**src/hw/rtl/pps_pkg.sv**
```systemverilog
`timescale 1ns / 1ps
// ----------------------------------------------------------------------------
// pps_pkg
// Types and constants shared by the preemptive priority scheduler.
// ----------------------------------------------------------------------------
package pps_pkg;

  localparam logic KIND_ARRIVAL = 1'b0;
  localparam logic KIND_TICK    = 1'b1;

  typedef struct packed {
    logic        kind;
    logic [7:0]  task_id;
    logic [15:0] burst_length;
    logic [7:0]  task_priority;
  } pps_in_t;

  typedef struct packed {
    logic        accepted;
    logic        busy_res;
    logic [7:0]  running_task;
    logic        finished;
    logic [31:0] completion_time;
    logic [31:0] turnaround_time;
    logic [31:0] waiting_time;
  } pps_out_t;

  // One queue entry, as stored in the RAM.
  typedef struct packed {
    logic [7:0]  id;
    logic [31:0] arrival;
    logic [15:0] burst;
    logic [15:0] remaining;
    logic [7:0]  prio;
  } pps_entry_t;

  localparam int ENTRY_W = $bits(pps_entry_t);

  typedef enum logic [3:0] {
    ST_IDLE,
    ST_SCAN_REQ,
    ST_SCAN,
    ST_DECIDE,
    ST_SHIFT_REQ,
    ST_SHIFT,
    ST_APPEND,
    ST_RUN,
    ST_DONE
  } pps_state_t;

endpackage

```
**src/hw/rtl/pps_ram.sv**
```systemverilog
`timescale 1ns / 1ps
// ----------------------------------------------------------------------------
// pps_ram
// Generic single-write, single-read RAM with registered read data.
// ----------------------------------------------------------------------------
module pps_ram #(
  parameter int WIDTH = 8,
  parameter int DEPTH = 16
) (
  input  logic                     clk,
  input  logic                     we,
  input  logic [$clog2(DEPTH)-1:0] waddr,
  input  logic [WIDTH-1:0]         wdata,
  input  logic [$clog2(DEPTH)-1:0] raddr,
  output logic [WIDTH-1:0]         rdata
);

  logic [WIDTH-1:0] mem [DEPTH];

  always_ff @(posedge clk) begin
    if (we) begin
      mem[waddr] <= wdata;
    end
    rdata <= mem[raddr];
  end

endmodule

```
**src/hw/rtl/preemptive_priority_scheduler_unit.sv**
```systemverilog
`timescale 1ns / 1ps
// ----------------------------------------------------------------------------
// preemptive_priority_scheduler_unit
// Ready queue in RAM, read one entry at a time by a small sequencer.
// Arrival: result in the cycle after the accepted beat.
// Tick: a priority scan of the queue (skipped when it is empty), a decision,
// and on a dispatch a gap-closing shift and a tail append of any displaced
// task, then one run step; the scan reads one RAM entry per cycle.
// One item at a time; in_ready is low while an item is in progress or its
// result is unaccepted. Synchronous reset empties the queue and clears time.
// ----------------------------------------------------------------------------
module preemptive_priority_scheduler_unit
  import pps_pkg::*;
#(
  parameter int QUEUE_DEPTH = 16
) (
  input  logic     clk,
  input  logic     rst,
  input  logic     in_valid,
  output logic     in_ready,
  input  pps_in_t  in_data,
  output logic     out_valid,
  input  logic     out_ready,
  output pps_out_t out_data
);

  localparam int AW = $clog2(QUEUE_DEPTH);
  localparam int CW = $clog2(QUEUE_DEPTH + 1);
  localparam logic [CW-1:0] DEPTH_C = CW'(QUEUE_DEPTH);

  pps_state_t state, state_next;

  logic [CW-1:0] count;
  logic [CW-1:0] idx;
  logic [AW-1:0] sel;
  logic [7:0]    best;
  logic          best_vld;
  pps_entry_t    run;
  pps_entry_t    pick;
  logic          run_valid;
  logic [31:0]   now;
  pps_out_t      res;

  logic          we;
  logic [AW-1:0] waddr, raddr;
  pps_entry_t    wdata, rdata;
  logic          preempt;

  pps_ram #(.WIDTH(ENTRY_W), .DEPTH(QUEUE_DEPTH)) u_ram (
    .clk  (clk),
    .we   (we),
    .waddr(waddr),
    .wdata(wdata),
    .raddr(raddr),
    .rdata(rdata)
  );

  assign in_ready  = (state == ST_IDLE);
  assign out_valid = (state == ST_DONE);
  assign out_data  = res;
  assign preempt   = !run_valid || (run.prio > best);

  always_comb begin
    state_next = state;
    unique case (state)
      ST_IDLE: begin
        if (in_valid) begin
          state_next = (in_data.kind == KIND_TICK) ? ST_SCAN_REQ : ST_DONE;
        end
      end
      ST_SCAN_REQ: state_next = (count == '0) ? ST_RUN : ST_SCAN;
      ST_SCAN:     state_next = (idx + 1'b1 >= count) ? ST_DECIDE : ST_SCAN;
      ST_DECIDE:   state_next = preempt ? ST_SHIFT_REQ : ST_RUN;
      ST_SHIFT_REQ: state_next = (idx + 1'b1 >= count) ? ST_APPEND : ST_SHIFT;
      ST_SHIFT:    state_next = ST_SHIFT_REQ;
      ST_APPEND:   state_next = ST_RUN;
      ST_RUN:      state_next = ST_DONE;
      ST_DONE:     state_next = out_ready ? ST_IDLE : ST_DONE;
      default:     state_next = ST_IDLE;
    endcase
  end

  // RAM port control.
  always_comb begin
    we    = 1'b0;
    waddr = idx[AW-1:0];
    wdata = rdata;
    raddr = idx[AW-1:0];
    unique case (state)
      ST_IDLE: begin
        raddr = '0;
        waddr = count[AW-1:0];
        wdata = '{id: in_data.task_id, arrival: now, burst: in_data.burst_length,
                  remaining: in_data.burst_length, prio: in_data.task_priority};
        we = in_valid && (in_data.kind == KIND_ARRIVAL) && (count < DEPTH_C)
             && (in_data.burst_length != '0);
      end
      ST_SCAN:      raddr = AW'(idx + 1'b1);
      ST_DECIDE:    raddr = sel;
      ST_SHIFT_REQ: raddr = AW'(idx + 1'b1);
      // Close the gap: entry idx+1 moves down to idx.
      ST_SHIFT:     we = 1'b1;
      // The displaced task, still in run, goes to the queue tail.
      ST_APPEND: begin
        waddr = AW'(count - 1'b1);
        wdata = run;
        we    = run_valid;
      end
      default: ;
    endcase
  end

  always_ff @(posedge clk) begin
    if (rst) begin
      state     <= ST_IDLE;
      count     <= '0;
      run_valid <= 1'b0;
      run       <= '0;
      now       <= '0;
    end else begin
      state <= state_next;
      unique case (state)
        ST_IDLE: begin
          idx <= '0;
          res <= {we || (in_data.kind == KIND_TICK), {($bits(pps_out_t) - 1){1'b0}}};
          if (we) begin
            count <= count + 1'b1;
          end
        end
        ST_SCAN_REQ: begin
          best_vld <= 1'b0;
          sel      <= '0;
        end
        ST_SCAN: begin
          if (!best_vld || rdata.prio < best) begin
            best <= rdata.prio;
            sel  <= idx[AW-1:0];
          end
          best_vld <= 1'b1;
          idx      <= idx + 1'b1;
        end
        ST_DECIDE: idx <= CW'(sel);
        ST_SHIFT_REQ: begin
          // On the first pass rdata holds the selected entry from the DECIDE read.
          if (idx == CW'(sel)) begin
            pick <= rdata;
          end
        end
        ST_SHIFT: idx <= idx + 1'b1;
        ST_APPEND: begin
          if (!run_valid) begin
            count <= count - 1'b1;
          end
          run       <= pick;
          run_valid <= 1'b1;
        end
        ST_RUN: begin
          now <= now + 1'b1;
          if (run_valid && run.remaining != '0) begin
            run.remaining    <= run.remaining - 1'b1;
            res.busy_res     <= 1'b1;
            res.running_task <= run.id;
            if (run.remaining == 16'd1) begin
              res.finished        <= 1'b1;
              res.completion_time <= now + 1'b1;
              res.turnaround_time <= now + 1'b1 - run.arrival;
              res.waiting_time    <= now + 1'b1 - run.arrival - 32'(run.burst);
              run_valid           <= 1'b0;
            end
          end
        end
        default: ;
      endcase
    end
  end

endmodule

```
**config.mk**
```make
export PLATFORM = sky130hd
export DESIGN_NAME = preemptive_priority_scheduler_unit
export DESIGN_NICKNAME = d
export VERILOG_FILES = /design/src/hw/rtl/pps_pkg.sv /design/src/hw/rtl/pps_ram.sv /design/src/hw/rtl/preemptive_priority_scheduler_unit.sv
export SDC_FILE = /design/constraint.sdc
export NUM_CORES = 2
export LEC_CHECK = 0
export BUFFER_PORTS_ARGS = -buffer_cell sky130_fd_sc_hd__buf_2
export CAP_MARGIN = 40
export CORE_MARGIN = 2
export CORE_UTILIZATION = 50
export CTS_CLUSTER_DIAMETER = 30
export DETAILED_ROUTE_END_ITERATION = 7
export MAX_ROUTING_LAYER = met4
export PLACE_DENSITY = 0.66
export SYNTH_ARGS = -nofsm -noshare
export SYNTH_HDL_FRONTEND = slang
export SYNTH_SLANG_ARGS = --single-unit
```
**constraint.sdc**
```tcl
create_clock -name clk -period 13.2 [get_ports clk]
set_input_delay 2.64 -clock clk [delete_from_list [all_inputs] [get_ports clk]]
set_output_delay 2.64 -clock clk [all_outputs]
set_load 0.05 [all_outputs]
```
# [Word-level counts from Yosys, hierarchy flattened]
# Memory sizes are Yosys's and may differ from the RTL's. A register that Yosys moved wholly into a read port is not among the register bits.
# Index checks and enable logic that the tools add are counted.
[totals] ff_bits=327 ramBits=1280 inputBits=37 output_inout_bits=109 wordCells=115 n_memories=1
[memory_table] memory="u_ram.mem" depth=16 word_bits=80 rd=1 rd_clocked_by_memory_dff=1 write_ports=1 line="pps_ram.sv:18" rtl="logic [WIDTH-1:0] mem [DEPTH];"
[op_classes] addsub=7 magnitude_cmp=4 eq_ne=16 n_mux=29 bitwise_logic=2 n_reduce_logical=31
[op_table] op="$pmux 106 s2" count=1
[op_table] op="$pmux 80 s2" count=1
[op_table] op="$mux 106" count=1
[op_table] op="$mux 97" count=1
[op_table] op="$pmux 4 s9" count=1
[op_table] op="$add 32x1->32 const B" count=1
[op_table] op="$pmux 16 s2" count=1
[op_table] op="$reduce_bool 16->1" count=2
[op_table] op="$sub 32x16->32" count=1
[op_table] op="$sub 32x32->32" count=1
[op_table] op="$reduce_and 3->1" count=6
[op_table] op="$eq 16x1->1 const B" count=1
[op_table] op="$eq 4x3->1 const B" count=4
[op_table] op="$mux 16" count=1
[op_table] op="$mux 4" count=4
[op_table] op="$pmux 4 s2" count=2
[op_table] op="$sub 16x1->16 const B" count=1
[op_table] op="$pmux 5 s3" count=1
[op_table] op="$pmux 4 s3" count=1
[op_table] op="$add 5x1->5 const B" count=2
[op_table] op="$mux 5" count=2
[op_table] op="$ne 2x2->1 const B" count=5
[op_table] op="$pmux 5 s2" count=1
[op_table] op="$eq 4x2->1 const B" count=2
[op_table] op="25 further kinds" count=45

# [Longest topological paths before layout]
[depth] word_depth=7 depth_mapped=22 ltp_nobuf=22

# [Cells and area by module]
# From an unflattened synthesis, not the netlist that was laid out.
[hier_totals] hier_cells=3890 area_unflattened_um2=67004.3
[modules_own_cells] mod="pps_ram" instances=1 cells_each=2054 area_per_inst_um2=49422.4 seq_area_each_um2=40038.4
[modules_own_cells] mod="preemptive_priority_scheduler_unit" instances=1 cells_each=1836 area_per_inst_um2=17581.9 seq_area_each_um2=8598.2

# [Least setup slack after synthesis]
# OpenSTA, ideal clock, no wires.
[synth_path] path_type="input to register" start="input rst" end="register pick[0] (netlist bit) (enable)" setup_ns=0.715 t_arrival_ns=10.693 required_time_ns=12.485 setup_slack_ns=1.792 cell_stages=3 path_buffers=2 path_cell_list="clkbuf_1 clkbuf_1 nor4_1"
[synth_via] elab_chain_cells=2
[synth_lines] element="start: declaration" line="preemptive_priority_scheduler_unit.sv:18" rtl="input logic rst,"
[synth_lines] element="$not 1->1 (no line)"
[synth_lines] element="$reduce_and 3->1 (no line)"
[synth_lines] element="end signal: assignment" line="preemptive_priority_scheduler_unit.sv:146" rtl="pick <= rdata;"
[synth_lines] element="end: declaration" line="preemptive_priority_scheduler_unit.sv:39" rtl="pps_entry_t pick;"
# No other way between the ends.
# A chain may end at the register's enable or synchronous reset.

# [Final worst setup path]
[layout_path] start="register now[0]" end="register res, in the netlist out_data[31], data pin"
[layout_via] elab_chain_cells=6
[layout_lines] element="start: declaration" line="preemptive_priority_scheduler_unit.sv:41" rtl="logic [31:0] now;"
[layout_lines] element="start signal: assignment" line="preemptive_priority_scheduler_unit.sv:158" rtl="now <= now + 1'b1;"
[layout_lines] element="$add 32x1->32" line="preemptive_priority_scheduler_unit.sv:167" rtl="res.waiting_time <= now + 1'b1 - run.arrival - 32'(run.burst);"
[layout_lines] element="$sub 32x32->32" line="preemptive_priority_scheduler_unit.sv:167"
[layout_lines] element="$sub 32x16->32" line="preemptive_priority_scheduler_unit.sv:167"
[layout_lines] element="$mux 97" line="preemptive_priority_scheduler_unit.sv:163" rtl="if (run.remaining == 16'd1) begin"
[layout_lines] element="$mux 106" line="preemptive_priority_scheduler_unit.sv:159" rtl="if (run_valid && run.remaining != '0) begin"
[layout_lines] element="$pmux 106 s2" line="preemptive_priority_scheduler_unit.sv:122" rtl="unique case (state)"
[layout_lines] element="end signal: assignment" line="preemptive_priority_scheduler_unit.sv:125" rtl="res <= {we || (in_data.kind == KIND_TICK), {($bits(pps_out_t) - 1){1'b0}}};"
[layout_lines] element="end: declaration" line="preemptive_priority_scheduler_unit.sv:42" rtl="pps_out_t res;"
# No other way between the ends. The select of a mux whose other input is x is not followed.

==> impl_metrics.py <==
metrics = {
    "global_route": {
        "track_usage_pct": 25.6,
        "grt.overflow.total": 0,
        "grt_pass1_vias": 43700,
        "grt_pass1_wl_um": 269000,
        "grt_max_degree": 233,
        "antenna_found_initial": 5,
    },
    "timing": {
        "slew_viol_final": 0,
        "min_period_over_period_pct": 46.4,
        "min_period_ps": 6130,
        "fin_setup_tns_ps": 0,
        "hold_viol_final": 0,
        "finClkSkew_ps": 64.2,
        "rsz0062_at_grt": "false",
        "hold_ws_ps": 427,
        "worst_pin_slew_ps": 1090,
        "setup_viol_count_final": 0,
        "slew_headroom_pct": 27.6,
        "fmax_ghz": 0.163,
    },
    "worst_setup_path": {
        "max_stage_delay_ps": 840,
        "slowest_stage": "nor4_1",
        "end_kind": "flip-flop",
        "crit_buf_inv": 0,
        "cp_max_fo": 10,
        "critPathArrivalTime_ps": 6770,
        "worstRegToRegCells": 17,
        "crit_type": "reg2reg",
        "worst_setup_path_start_kind": "flip-flop",
        "crit_family": "simple AND/OR/NAND/NOR gates",
        "cp_num_cells": 17,
        "worstPathRequired_ps": 13840,
        "path_common_cell": "and3_1",
        "path_cells": "and3_1 -> nand4_1 -> nor4_1 -> and3_1 -> and3_1 -> and3_1 -> nand3_1 -> xnor2_1 -> ha_1 -> and4_1 -> and3_1 -> a221o_1 -> a22o_1 -> o31a_1 -> o32ai_1 -> nand4_1 -> mux2_1",
    },
    "cells_and_area": {
        "nNetsFinal": 5645,
        "multi_input_area_mm2": 0.0191,
        "n_fill_cell": 10200,
        "seq_area_mm2": 0.0486,
        "drive_gt1_share_pct": 14.3,
        "syn_to_final_growth_pct": 20.9,
    },
    "pwr": {
        "leakagePower_nw": 28.8,
        "p_seq_share_pct": 33.4,
        "ir_worst_vdd_mv": 0.250,
        "switchingPower_mw": 7.52,
        "switching_share_pct": 33.6,
        "combinationalPowerShare_pct": 28.4,
        "p_int_mw": 14.8,
        "clkPwrFrac_pct": 38.2,
        "powerDensity_mw_per_mm2": 267,
    },
    "synthesis": {
        "synth.top_cells.by_area": "edfxtp_1 64%, dfxtp_1 5.8%, nand2_1 5.0%",
        "ys.flop_type": "edfxtp_1",
        "synth_edf_count": 1485,
        "yosysTopAreaCellShare_pct": 64.4,
        "async_reset_ff_share_pct": 0,
        "syn_avg_cell_area_um2": 13.0,
        "synthCells": 5322,
        "ys_warn_count": 0,
        "synthDistinctLibCells": 76,
        "ys_seq_area_share_pct": 70.2,
        "yosys.area.top_type": "edfxtp_1",
        "syn_area_mm2": 0.0693,
        "synth_seq_cells": 1687,
        "syn_nets": 5434,
    },
    "floorplan": {
        "die_w_um": 376,
        "rows": 136,
        "die_h_um": 376,
        "start_util_pct": 50.4,
        "dieArea_mm2": 0.142,
        "core_area_mm2": 0.137,
        "ios": 146,
    },
    "placed_design": {
        "hpwl_um": 99800,
        "io_buffers": 145,
        "routabilityCongestion": 0.873,
    },
    "clock_network": {
        "cts_setup_buffers": 0,
        "hold_buffers": 0,
        "cts-resized-gates": 0,
        "cts_tree": "done",
        "clk_latency_ps": 900,
        "clockBufferDepth": 4,
        "htreeDepth": 5,
        "clkSinkCount": 1687,
        "cts_buffers": 343,
        "path_clk_slew_ps": 50,
        "root_buffer": "clkbuf_16",
    },
    "routing": {
        "dr_total_vias": 45400,
        "via_per_inst": 5.97,
        "first_pass_iters": 5,
        "drc": 0,
        "wl_per_cell_um": 23.5,
        "wl_um": 179000,
        "ant_nets": 0,
        "drt_iter0_markers": 4957,
    },
    "flow_run": {
        "cap_violations": 0,
    },
    "status": {
        "status": "finished clean",
    },
    "worst_hold_path": {
        "whs_path_depth": 0,
        "hold_class": "reg2reg",
    },
}
## sequential cells by signal, summed over array words and instances, names as in the netlist
register / count
run: 80
u_ram.mem: 1280
now: 32
idx: 5
run_valid: 1
best_vld: 1
sel: 4
best: 8
pick: 80
out_data: 107
state: 4
count: 5
u_ram.rdata: 80
## through the flow
stage / util (%) / instances / setup WS [ps] / instance area, um^2 / power [mW]
after CTS: 60.9 / 7595 / 7140 / 83700 / 22.4
after global placement: 52.1 / 6963 / 6840 / 71600 / 13.7
after global routing: 60.9 / 7601 / 6590 / 83700 / 23.3
after detailed placement: 52.4 / 6980 / 6900 / 72100 / 13.8
final: 60.9 / 7601 / 7070 / 83700 / 22.4
after floorplan: - / 5322 / 1790 / 69300 / 12.0
## cell usage after synthesis (21+ instances only)
master and number:
a22oi_1 23, a31oi_1 163, a311oi_1 161, a21oi_1 305, a21o_1 31, clkbuf_1 308
nor3_1 24, a221o_1 66, and3_1 27, nand3_1 29, nand2_1 924, buf_2 44
inv_1 87, xor2_1 46, edfxtp_1 1485, o21ai_0 71, xnor2_1 55, or3_1 21
a211oi_1 417, dfxtp_1 202, and2_1 388, ha_1 73, nor2_1 175, nand4_1 21
## routing by layer
layer / vias up / track usage [%] / share of wire [%]
met3: 302 / 4.04 / 7.3
met1: 22600 / 35.7 / 44
met4: 0 / 7.83 / 2.2
li1: 20600 / - / -
met2: 1887 / 39.0 / 47
met5: - / - / 0
## layout by cell type (no fill, tap or decap), types with 11 or more instances in the layout
cell / instances
a211oi_1: 416
nand3_1: 28
nor2_1: 157
nor2b_1: 11
buf_16: 14
clkbuf_8: 24
o21ai_0: 71
nor2_4: 18
xor2_1: 46
nor4_1: 14
or3_1: 21
a21oi_1: 304
clkinvlp_4: 38
a311oi_1: 161
and2_1: 388
nand2b_1: 14
buf_2: 144
xnor2_1: 55
a31oi_1: 163
bufinv_16: 42
nand2_1: 923
clkinv_1: 21
nor3_1: 24
inv_6: 23
a22oi_1: 23
edfxtp_1: 1485
clkinv_4: 25
nand4_1: 21
inv_1: 85
a21o_1: 31
clkbuf_1: 47
clkbuf_16: 351
a221o_1: 65
and3_1: 27
buf_4: 66
clkinv_2: 43
ha_1: 73
dfxtp_1: 202
## final timing paths
path / startpoint / to / slack [ps]
max reg2reg: now[0] / out_data[31] / 7070
min reg2reg: u_ram.rdata[36] / pick[36] / 430
max: now[0] / out_data[31] / 7070
min: u_ram.rdata[36] / pick[36] / 430
## worst reg2reg max path: cells and delay by family (launching register included)
kind	cells	cell delay, ps
XOR/XNOR	1	160
AO/OA/AOI/OAI	4	1410
multiplexers	1	380
AND/OR/NAND/NOR	10	3130
adder cells (fa/ha/maj)	1	360
flip-flops	1	470
## power by group through the flow
stage	Combinational (mW)	Sequential [mW]	Clock (mW)
after floorplan	4.14	7.83	0
after global placement	6.12	7.55	0
after detailed placement	6.27	7.56	0
after CTS	6.33	7.47	8.62
after global routing	6.92	7.51	8.89
final	6.34	7.47	8.54
## layout make-up
type	instances	area share [%]
antenna	4	0.0120
clock buffer	422	11.1
clock inverter	193	2.75
inverter	87	0.392
multi-input combinational	3178	22.8
sequential	1687	58.1
tap	1794	2.68
timing repair buffer	236	2.19
## cells by family (layout without fill, tap and decap cells)
group                    count (synthesis)  after routing  share of synthesized area (%)
flip-flops                            1687           1687                           70.2
XOR/XNOR                               101            101                           1.28
other                                    0              4                              0
buffers and inverters                  457            938                           2.57
AND/OR/NAND/NOR                       1680           1680                           11.2
multiplexers                             5              5                         0.0777
AO/OA/AOI/OAI                         1317           1317                           13.3
adder cells (fa/ha/maj)                 75             75                           1.38
(Power assumes the default switching activity.)
